<file path="src/design/rmms_pkg.sv">
// shared types, codes and pin tables for the relay matrix mode sequencer
package rmms_pkg;

  localparam int TickW = 10;

  typedef logic [TickW-1:0] ticks_t;

  // operation codes
  localparam logic [1:0] OP_SET_MODE = 2'd0;
  localparam logic [1:0] OP_ALL_OFF  = 2'd1;
  localparam logic [1:0] OP_TICK     = 2'd2;

  // status codes
  localparam logic [1:0] ST_OK      = 2'd0;
  localparam logic [1:0] ST_INVALID = 2'd1;
  localparam logic [1:0] ST_BUSY    = 2'd2;

  // configuration register indexes
  localparam logic [1:0] CFG_GAP       = 2'd0;
  localparam logic [1:0] CFG_DISCHARGE = 2'd1;
  localparam logic [1:0] CFG_SETTLE    = 2'd2;

  // reset values of the timing registers
  localparam ticks_t GAP_RESET       = 10'd5;
  localparam ticks_t DISCHARGE_RESET = 10'd20;
  localparam ticks_t SETTLE_RESET    = 10'd20;

  // modes, zero means every relay open
  localparam logic [2:0] MODE_OPEN = 3'd0;
  localparam logic [2:0] MODE_MAX  = 3'd4;

  // pin patterns
  localparam logic [7:0] PINS_OFF       = 8'h00;
  localparam logic [7:0] PINS_DISCHARGE = 8'hFC;

  typedef enum logic [2:0] {
    PH_IDLE   = 3'd0,
    PH_GAP1   = 3'd1,
    PH_DISCH  = 3'd2,
    PH_GAP2   = 3'd3,
    PH_SETTLE = 3'd4
  } phase_t;

  typedef struct packed {
    logic [1:0] operation;
    logic [2:0] mode;
  } req_t;

  typedef struct packed {
    logic [7:0] pin_state;
    logic [1:0] status;
    logic       busy_res;
    logic [2:0] current_mode;
    logic       done_res;
  } rsp_t;

  typedef struct packed {
    ticks_t gap_ticks;
    ticks_t discharge_ticks;
    ticks_t settle_ticks;
  } timing_t;

  // rows 0 and 1 plus column 0, plus one more column per mode
  function automatic logic [7:0] mode_pins(input logic [2:0] md);
    logic [7:0] p;
    case (md)
      3'd1:    p = 8'h1B;
      3'd2:    p = 8'h2B;
      3'd3:    p = 8'h4B;
      3'd4:    p = 8'h8B;
      default: p = PINS_OFF;
    endcase
    return p;
  endfunction

endpackage

</file>
<file path="src/design/relay_matrix_mode_sequencer.sv">
// top level of the relay matrix mode sequencer: request and response registers
//
// Sequences a 3-row by 5-column relay matrix through break-before-make mode
// changes. Requests carry a set-mode command, an all-off command or a one
// millisecond tick; every request yields exactly one response with the driven
// pin bitmap, a status code, the busy and done flags and the mode in force.
// A set-mode or all-off runs: all pins low for gap_ticks, then (if a mode was
// in force) discharge pins 0xFC for discharge_ticks and another gap, then (if
// the new mode is not none) the new mode's pins for settle_ticks. Each phase
// lasts exactly its register value in ticks, a value of 0 counting as 1.
// Throughput is one request per clock unless the response channel stalls;
// the request register feeds the sequencer, whose update loads the registered
// response. Both stages hold under response backpressure, so no request is
// dropped; an all-off with no mode in force finishes at once. Timing registers
// are written through the cfg port, which is always ready; index 3 is ignored.
module relay_matrix_mode_sequencer (
  input  logic               clk,
  input  logic               rst,
  // request channel
  input  logic               req_valid,
  output logic               req_ready,
  input  rmms_pkg::req_t     req,
  // response channel
  output logic               rsp_valid,
  input  logic               rsp_ready,
  output rmms_pkg::rsp_t     rsp,
  // configuration write channel
  input  logic               cfg_valid,
  output logic               cfg_ready,
  input  logic [1:0]         cfg_index,
  input  rmms_pkg::ticks_t   cfg_data
);

  // request register
  rmms_pkg::req_t    req_q;
  logic              req_q_valid;
  // stage control
  logic              rsp_free;   // response register can take a new result
  logic              step;       // held request is processed this cycle
  rmms_pkg::timing_t timing;
  rmms_pkg::rsp_t    result;

  assign rsp_free  = !rsp_valid || rsp_ready;
  assign step      = req_q_valid && rsp_free;
  assign req_ready = !req_q_valid || rsp_free;
  assign cfg_ready = 1'b1;

  // request register, refilled in the same cycle it drains
  always_ff @(posedge clk) begin
    if (rst) begin
      req_q_valid <= 1'b0;
    end else if (req_ready) begin
      req_q_valid <= req_valid;
    end
  end

  always_ff @(posedge clk) begin
    if (req_ready && req_valid) begin
      req_q <= req;
    end
  end

  rmms_cfg_regs u_cfg (
    .clk      (clk),
    .rst      (rst),
    .wr_en    (cfg_valid && cfg_ready),
    .wr_index (cfg_index),
    .wr_data  (cfg_data),
    .timing   (timing)
  );

  // state machine advances once per processed request
  rmms_seq u_seq (
    .clk    (clk),
    .rst    (rst),
    .step   (step),
    .req    (req_q),
    .timing (timing),
    .result (result)
  );

  // response register
  always_ff @(posedge clk) begin
    if (rst) begin
      rsp_valid <= 1'b0;
    end else if (rsp_free) begin
      rsp_valid <= step;
    end
  end

  always_ff @(posedge clk) begin
    if (step) begin
      rsp <= result;
    end
  end

endmodule

</file>
<file path="src/design/rmms_cfg_regs.sv">
// timing configuration registers of the relay matrix mode sequencer
module rmms_cfg_regs (
  input  logic                clk,
  input  logic                rst,
  input  logic                wr_en,
  input  logic [1:0]          wr_index,
  input  rmms_pkg::ticks_t    wr_data,
  output rmms_pkg::timing_t   timing
);

  rmms_pkg::timing_t regs;

  always_ff @(posedge clk) begin
    if (rst) begin
      regs.gap_ticks       <= rmms_pkg::GAP_RESET;
      regs.discharge_ticks <= rmms_pkg::DISCHARGE_RESET;
      regs.settle_ticks    <= rmms_pkg::SETTLE_RESET;
    end else if (wr_en) begin
      case (wr_index)
        rmms_pkg::CFG_GAP:       regs.gap_ticks       <= wr_data;
        rmms_pkg::CFG_DISCHARGE: regs.discharge_ticks <= wr_data;
        rmms_pkg::CFG_SETTLE:    regs.settle_ticks    <= wr_data;
        default: ;
      endcase
    end
  end

  assign timing = regs;

endmodule

</file>
<file path="src/design/rmms_seq.sv">
// switching state machine: phase, tick counter, mode and pin registers
module rmms_seq (
  input  logic              clk,
  input  logic              rst,
  input  logic              step,
  input  rmms_pkg::req_t    req,
  input  rmms_pkg::timing_t timing,
  output rmms_pkg::rsp_t    result
);

  rmms_pkg::phase_t phase, phase_next;
  rmms_pkg::ticks_t phase_counter, phase_counter_next;
  logic [2:0]       mode_in_force, mode_in_force_next;
  logic [2:0]       target_mode, target_mode_next;
  logic [7:0]       pins_driven, pins_driven_next;
  logic [1:0]       status;
  logic             done;

  always_ff @(posedge clk) begin
    if (rst) begin
      phase         <= rmms_pkg::PH_IDLE;
      phase_counter <= '0;
      mode_in_force <= rmms_pkg::MODE_OPEN;
      target_mode   <= rmms_pkg::MODE_OPEN;
      pins_driven   <= rmms_pkg::PINS_OFF;
    end else if (step) begin
      phase         <= phase_next;
      phase_counter <= phase_counter_next;
      mode_in_force <= mode_in_force_next;
      target_mode   <= target_mode_next;
      pins_driven   <= pins_driven_next;
    end
  end

  always_comb begin
    phase_next         = phase;
    phase_counter_next = phase_counter;
    mode_in_force_next = mode_in_force;
    target_mode_next   = target_mode;
    pins_driven_next   = pins_driven;
    status             = rmms_pkg::ST_OK;
    done               = 1'b0;

    case (req.operation)
      rmms_pkg::OP_SET_MODE, rmms_pkg::OP_ALL_OFF: begin
        if (phase != rmms_pkg::PH_IDLE) begin
          status = rmms_pkg::ST_BUSY;
        end else if (req.operation == rmms_pkg::OP_SET_MODE) begin
          if (req.mode > rmms_pkg::MODE_MAX) begin
            status = rmms_pkg::ST_INVALID;
          end else begin
            target_mode_next   = req.mode;
            phase_next         = rmms_pkg::PH_GAP1;
            phase_counter_next = timing.gap_ticks;
            pins_driven_next   = rmms_pkg::PINS_OFF;
          end
        end else if (mode_in_force != rmms_pkg::MODE_OPEN) begin
          target_mode_next   = rmms_pkg::MODE_OPEN;
          phase_next         = rmms_pkg::PH_GAP1;
          phase_counter_next = timing.gap_ticks;
          pins_driven_next   = rmms_pkg::PINS_OFF;
        end else begin
          // already open: finish on the spot
          pins_driven_next = rmms_pkg::PINS_OFF;
          target_mode_next = rmms_pkg::MODE_OPEN;
          done             = 1'b1;
        end
      end
      rmms_pkg::OP_TICK: begin
        if (phase != rmms_pkg::PH_IDLE) begin
          if (phase_counter <= rmms_pkg::ticks_t'(1)) begin
            // phase ran out, move on right away
            if (phase == rmms_pkg::PH_GAP1 && mode_in_force != rmms_pkg::MODE_OPEN) begin
              phase_next         = rmms_pkg::PH_DISCH;
              phase_counter_next = timing.discharge_ticks;
              pins_driven_next   = rmms_pkg::PINS_DISCHARGE;
            end else if (phase == rmms_pkg::PH_DISCH) begin
              phase_next         = rmms_pkg::PH_GAP2;
              phase_counter_next = timing.gap_ticks;
              pins_driven_next   = rmms_pkg::PINS_OFF;
            end else if ((phase == rmms_pkg::PH_GAP1 || phase == rmms_pkg::PH_GAP2)
                         && target_mode != rmms_pkg::MODE_OPEN) begin
              phase_next         = rmms_pkg::PH_SETTLE;
              phase_counter_next = timing.settle_ticks;
              pins_driven_next   = rmms_pkg::mode_pins(target_mode);
            end else begin
              mode_in_force_next = target_mode;
              phase_next         = rmms_pkg::PH_IDLE;
              phase_counter_next = '0;
              done               = 1'b1;
            end
          end else begin
            phase_counter_next = phase_counter - rmms_pkg::ticks_t'(1);
          end
        end
      end
      default: ;
    endcase
  end

  always_comb begin
    result.pin_state    = pins_driven_next;
    result.status       = status;
    result.busy_res     = (phase_next != rmms_pkg::PH_IDLE);
    result.current_mode = mode_in_force_next;
    result.done_res     = done;
  end

endmodule

</file>
<file path="config.mk">
export PLATFORM = sky130hd
export DESIGN_NAME = relay_matrix_mode_sequencer
export DESIGN_NICKNAME = d
export VERILOG_FILES = /design/src/design/rmms_pkg.sv /design/src/design/relay_matrix_mode_sequencer.sv /design/src/design/rmms_cfg_regs.sv /design/src/design/rmms_seq.sv
export SDC_FILE = /design/constraint.sdc
export NUM_CORES = 1
export LEC_CHECK = 0
export ABC_CLOCK_PERIOD_IN_PS = 2100
export BUFFER_PORTS_ARGS = -buffer_cell sky130_fd_sc_hd__buf_2
export CAP_MARGIN = 20
export CORE_MARGIN = 2
export CORE_UTILIZATION = 53
export CTS_CLUSTER_DIAMETER = 50
export DETAILED_ROUTE_END_ITERATION = 10
export PLACE_DENSITY = 0.77
export SYNTH_ARGS = -nofsm -noshare
export SYNTH_HDL_FRONTEND = slang
export SYNTH_SLANG_ARGS = --single-unit
</file>
<file path="constraint.sdc">
create_clock -name clk -period 2.1 [get_ports clk]
set_input_delay 0.105 -clock clk [delete_from_list [all_inputs] [get_ports clk]]
set_output_delay 0.105 -clock clk [all_outputs]
set_load 0.01 [all_outputs]
</file>
# [Word-level counts from Yosys, hierarchy flattened]
# Index checks and enable logic that the tools add are counted.
[totals] regBits=79 inputBits=22 output_inout_bits=18 wordCells=113
[classes] add_sub_neg=1 n_lt_le_gt_ge=2 eq_ne=16 muxes=50 n_bitwise=3 n_reduce_logical=23
[op_table] operator="10-bit two-way mux" n=9
[op_table] operator="8-bit two-way mux" n=8
[op_table] operator="3-bit two-way mux" n=17
[op_table] operator="8-bit one-hot mux with 4 select lines" n=1
[op_table] operator="10-bit one-hot mux with 2 select lines" n=1
[op_table] operator="8-bit one-hot mux with 2 select lines" n=1
[op_table] operator="3-bit by 2-bit equality test with 1-bit output, second input constant" n=4
[op_table] operator="3-bit nonzero test" n=4
[op_table] operator="10-bit by 1-bit <= comparator with 1-bit output, second input constant" n=1
[op_table] operator="10-bit by 1-bit subtractor with 10-bit output, second input constant" n=1
[op_table] operator="1-bit two-way mux" n=9
[op_table] operator="3-bit by 1-bit equality test with 1-bit output, second input constant" n=2
[op_table] operator="3-bit one-hot mux with 2 select lines" n=1
[op_table] operator="2-bit AND reduction" n=3
[op_table] operator="6-bit AND reduction" n=1
[op_table] operator="2-bit by 1-bit equality test with 1-bit output, second input constant" n=2
[op_table] operator="2-bit equality test, second input constant" n=2
[op_table] operator="1-bit logical AND" n=4
[op_table] operator="2-bit zero test" n=2
[op_table] operator="2-bit two-way mux" n=2
[op_table] operator="2-bit inequality test, second input constant" n=2
[op_table] operator="4-bit AND reduction" n=1
[op_table] operator="3-bit equality test, second input constant" n=1
[op_table] operator="3-bit > comparator, second input constant" n=1
[op_table] operator="other kinds (10)" n=15

# [Depth between registers and ports, before layout]
[depth] depth_word=10 depth_mapped=8 depth_no_buf=7

# [By module]
# A second synthesis with hierarchy kept.
[unflattened] cells_unflattened=439 hier_area_um2=4025.1
[modules_own_cells] module="rmms_seq" instances=1 cells_per_inst=293 area_each_um2=2084.5 seq_area_each_um2=540.5
[modules_own_cells] module="rmms_cfg_regs" instances=1 cells_per_inst=114 area_each_um2=1224.9 seq_area_each_um2=600.6
[modules_own_cells] module="relay_matrix_mode_sequencer" instances=1 cells_per_inst=32 area_each_um2=715.7 seq_area_each_um2=640.6

# [Worst setup path before layout]
# OpenSTA, ideal clock, no wires.
[synth_timing] path_kind="reg-to-reg" from="register u_seq.phase_counter[0]" to="register rsp[1] in the netlist's numbering (data pin)" setup_ns=0.262 t_arrival_ns=1.833 required_ns=1.838 path_slack_ns=0.005 path_stages_with_launch=8 n_path_buf=1 period_less_slack_ns=2.095 path_cell_list="dfxtp_1 -> inv_1 -> ha_1 -> or2_2 -> nand4_1 -> clkbuf_1 -> nor3_2 -> mux2_1"
[synth_rtl] element="start, declared" line="rmms_seq.sv:12" rtl="rmms_pkg::ticks_t phase_counter, phase_counter_next;"
[synth_rtl] element="start signal, assigned" line="rmms_seq.sv:28" rtl="phase_counter <= phase_counter_next;"
[synth_rtl] element="end signal, assigned" line="relay_matrix_mode_sequencer.sv:93" rtl="rsp <= result;"
[synth_rtl] element="end, declared" line="relay_matrix_mode_sequencer.sv:26" rtl="output rmms_pkg::rsp_t rsp,"

# [Worst setup path in the final report]
[layout_timing] from="register req_q[3] in the netlist's numbering" to="register u_seq.phase_counter[7]"
[layout_via] elab_chain_len=4 word_cells_on_any_way=13 cone_classes="eq/ne (6); mux (3); reduce/logical (4)"
[layout_lines] element="start, declared" line="relay_matrix_mode_sequencer.sv:35" rtl="rmms_pkg::req_t req_q;"
[layout_lines] element="start signal, assigned" line="relay_matrix_mode_sequencer.sv:59" rtl="req_q <= req;"
[layout_lines] element="2-bit by 1-bit equality test with 1-bit output / 2-bit zero test (equally long branches)" line="rmms_seq.sv:44, rmms_seq.sv:48"
[layout_lines] element="2-bit OR reduction / 10-bit two-way mux (equally long branches)" line="rmms_seq.sv:44, rmms_seq.sv:48"
[layout_lines] element="3-bit inequality test (no source line), or another cell as far along"
[layout_lines] element="6-bit AND reduction (no source line) / 10-bit one-hot mux with 2 select lines (equally long branches)"
# Several ways; a longest one is shown, not always the timed one. The select of a mux whose other input is x is not followed.
# A chain may end at the register's enable or synchronous reset.

==> results.md <==
* P&R area growth vs syn at 22.48%
* Clock buffer depth at 2
* CP arrival at 2.29 ns
* Post-synthesis mux area share at 0.09987
* Sequential element share of the synthesized area at 0.4632
* Synth Cell Area at between 3000 and 4000 um^2
* Non-Filler Instances at roughly 600
* Most frequent cell after synthesis: dfxtp_1
* FFs w/ async S/R, synth at 0
* Worst path max stage delay at 0.42 ns
* DP Wirelength at slightly above 7 mm
* Outcome: finished clean
* Maximum Capacitance Violations at 0
* Hold crit path type: in2reg
* CTS tree: built
* Final RePlAce weighted congestion at 0.9092
* Tot Pwr at 3160 uW
* Yosys Warn Count at 0
* Worst Tran Pin Value at 0.7353 ns
* Hold depth at 3
* Main synth FF type: dfxtp_1
* Fin util at 0.6601
* Syn_nets at 435
* Adder-cell area share of the yosys netlist at 0.006506
* Worst Reg-to-Reg Cells at 7
* FILL cells at 588
* Rows at 31
* # diodes at 0
* Total negative setup slack at 0 ns
* Routed vias at 3521
* # setup viols final at 0
* Top cell family by delay on the critical path: compound AO/OA/AOI/OAI gates
* Final Hold Viols at 0
* Yosys cell types at 66
* Post-Syn Instances at between 400 and 500
* Worst-path clk slew at 0.08 ns
* Worst setup EP type: flop
* Peak VDD IR at around 0.54 mV
* Synth Area in Compound Gates at 0.1620
* Aggregate global routing overflow at 0
* Synth top cells by count: 59 x dfxtp_1, 55 x nor2_1, 45 x nand2_1
* Synth Area per Inst at approximately 9.4 um^2
* Headroom to the max-slew limit at 0.5083
* Seq cells post-synth at 79
* Max-slew violations at 0
* CP cell instances: nor2b_2 > buf_4 > nand2_1 > a221oi_2 > buf_12 > a22oi_1 > o41ai_1
* Total track usage at 0.2705
* Die height at 89.19 um
* Effective utilization at floorplan at 0.5389
* Routed WL at 10.25 mm
* Stages on the worst setup path at 7
* Post-Synth Simple-Gate Area at 0.2225
* Post-synth top area cell: dfxtp_1
* Die area at 7954 um^2
* Startpoint of the worst hold path: cfg_data[4]
* Antenna violations before repair at 0
* Post-Synth XOR/XNOR Area at 0.006831
* Final ANT Viol Nets at 0
* Setup Skew at ~0.016 ns
* Power per cell area at 670.7 nW/um^2
* Startpoint Class: flop
* Worst setup path start: req_q[3]
* Number of synthesized flops with an enable pin at 20
* Largest family of logic cells by synthesized area: simple AND/OR/NAND/NOR gates
* Critical Path RT at 2.33 ns
* Vias in the first global route at 3464
* Placed cell area at roughly 4400 um^2
* Clock latency on the worst-skew pair at 0.36 ns
* Placed cells at 565
* Port buffer count at 38
* DRT iter0 DRCs at 313
* CTS root buf: clkbuf_8
* Post-synth top area share at 0.3071
* FMAX at a little under 500 MHz
* Drt pass-1 iters at 5
* Leakage at 0.001887 uW
* Buf/Inv on CP at 2
* Period utilization at 0.9798
* Final Instance Area at 4711 um^2
* Worst path slowest cell: edfxtp_1
* Ports at 40
* TritonCTS Buffers at 9
* Largest net degree at the start of global routing at 31
* Setup CP Type: reg2reg
* Top post-synthesis cells by area: dfxtp_1 31%, edfxtp_1 16%, mux2i_1 9.1%, nor2_1 5.4%, nand2_1 4.4%
* Crit path max fanout at 20
* Layout cells sized above 1 at 0.2566
* Reg2reg start: req_q[3]
* First-pass GRT wire length at 16.49 mm
* Vias per std cell at around 6.0
* Final Critical Period at a little over 2 ns
* WL per Instance at 17.36 um
* CTS H-tree depth at 3
* Core area at 7137 um^2
* Die X-Extent at ~89 um
* NumNets Final at 510
* Clock sink count at 79
* DRC Markers at 0
==> area by class of cell <==
class	instances	area (um^2)	share of cell area
inverter	8	30.03	0.006374
tap	99	123.9	0.02629
clock inverter	3	17.52	0.003718
sequential	79	1783	0.3785
timing repair buffer	90	608.1	0.1291
multi-input combinational	298	1978	0.4199
clock buffer	13	170.2	0.03612
==> metrics by stage <==
| stage | hold slack [ns] | worst slack, ns |
|---|---|---|
| after floorplan | 0.2039 | 0.004515 |
| after global placement | 0.2819 | 0.07697 |
| after detailed placement | 0.2831 | 0.02378 |
| after CTS | 0.01354 | 0.008691 |
| after global routing | 0.02155 | -0.01308 |
| final | 0.01309 | 0.04245 |
==> state kept, by name, summed over array words and instances (netlist names) <==
register and count:
u_cfg.timing 30, u_seq.mode_in_force 3, rsp 15, u_seq.pins_driven 8
rsp_valid 1, u_seq.phase 3, req_q 5, u_seq.target_mode 3
req_q_valid 1, u_seq.phase_counter 10
==> timing repair <==
item,4_1_cts,5_1_grt
buffers inserted,0,3
hold endpoints to repair,6,0
pin swaps,0,3
hold buffers,6,0
gates resized for setup,1,10
cloned,0,0
setup endpoints to repair,1,19
==> layer usage <==
| metal | GRT usage | wire (um) | vias up |
|---|---|---|---|
| li1 | - | - | 1657 |
| met1 | 0.3616 | 4439 | 1670 |
| met2 | 0.4296 | 4870 | 161 |
| met3 | 0.05817 | 658 | 33 |
| met4 | 0.1058 | 276 | 0 |
| met5 | 0 | 0 | - |
==> cell usage in the layout (no fill, tap or decap), types with 3 or more instances in the layout <==
cell and instances:
a31oi_1 3, dlygate4sd3_1 6, a221oi_1 4, a211oi_1 4, o211ai_1 4, nor3_1 11
a311oi_1 7, nand2b_1 5, a221o_1 5, o21ai_1 5, nor3b_1 4, dfxtp_1 58
buf_4 45, edfxtp_1 20, nor2_1 55, nor4_2 3, nand3_1 12, a21oi_1 18
buf_2 38, inv_1 6, clkbuf_8 10, o21ai_0 10, mux2i_1 35, nand4_1 3
nand2_1 45, or3_1 3, o32ai_1 4, nand3b_1 3
==> path summary, 6_finish.rpt <==
| path | endpoint | slack [ns] |
|---|---|---|
| max | u_seq.phase_counter[7] | 0.04 |
| min | u_cfg.timing[4] | 0.01 |
| max reg2reg | u_seq.phase_counter[7] | 0.04 |
| min reg2reg | u_seq.pins_driven[2] | 0.47 |
==> worst min-delay path, stage by stage <==
cell	delay, ns
buf_2	0.11
mux2i_1	0.06
nand2_1	0.06
==> power by group <==
group | switching, uW | internal (uW)
logic | 248 | 186
registers | 31.0 | 1610
clock network | 557 | 531
total | 837 | 2320
==> kinds of logic after synthesis <==
| kind of cell | Yosys count |
|---|---|
| buf+inv | 34 |
| mux | 38 |
| flops | 79 |
| xor+xnor | 3 |
| compound gates | 85 |
| fa+ha+maj | 2 |
| other cells | 1 |
| simple gates | 169 |
Power figures use the tool's default switching activity.
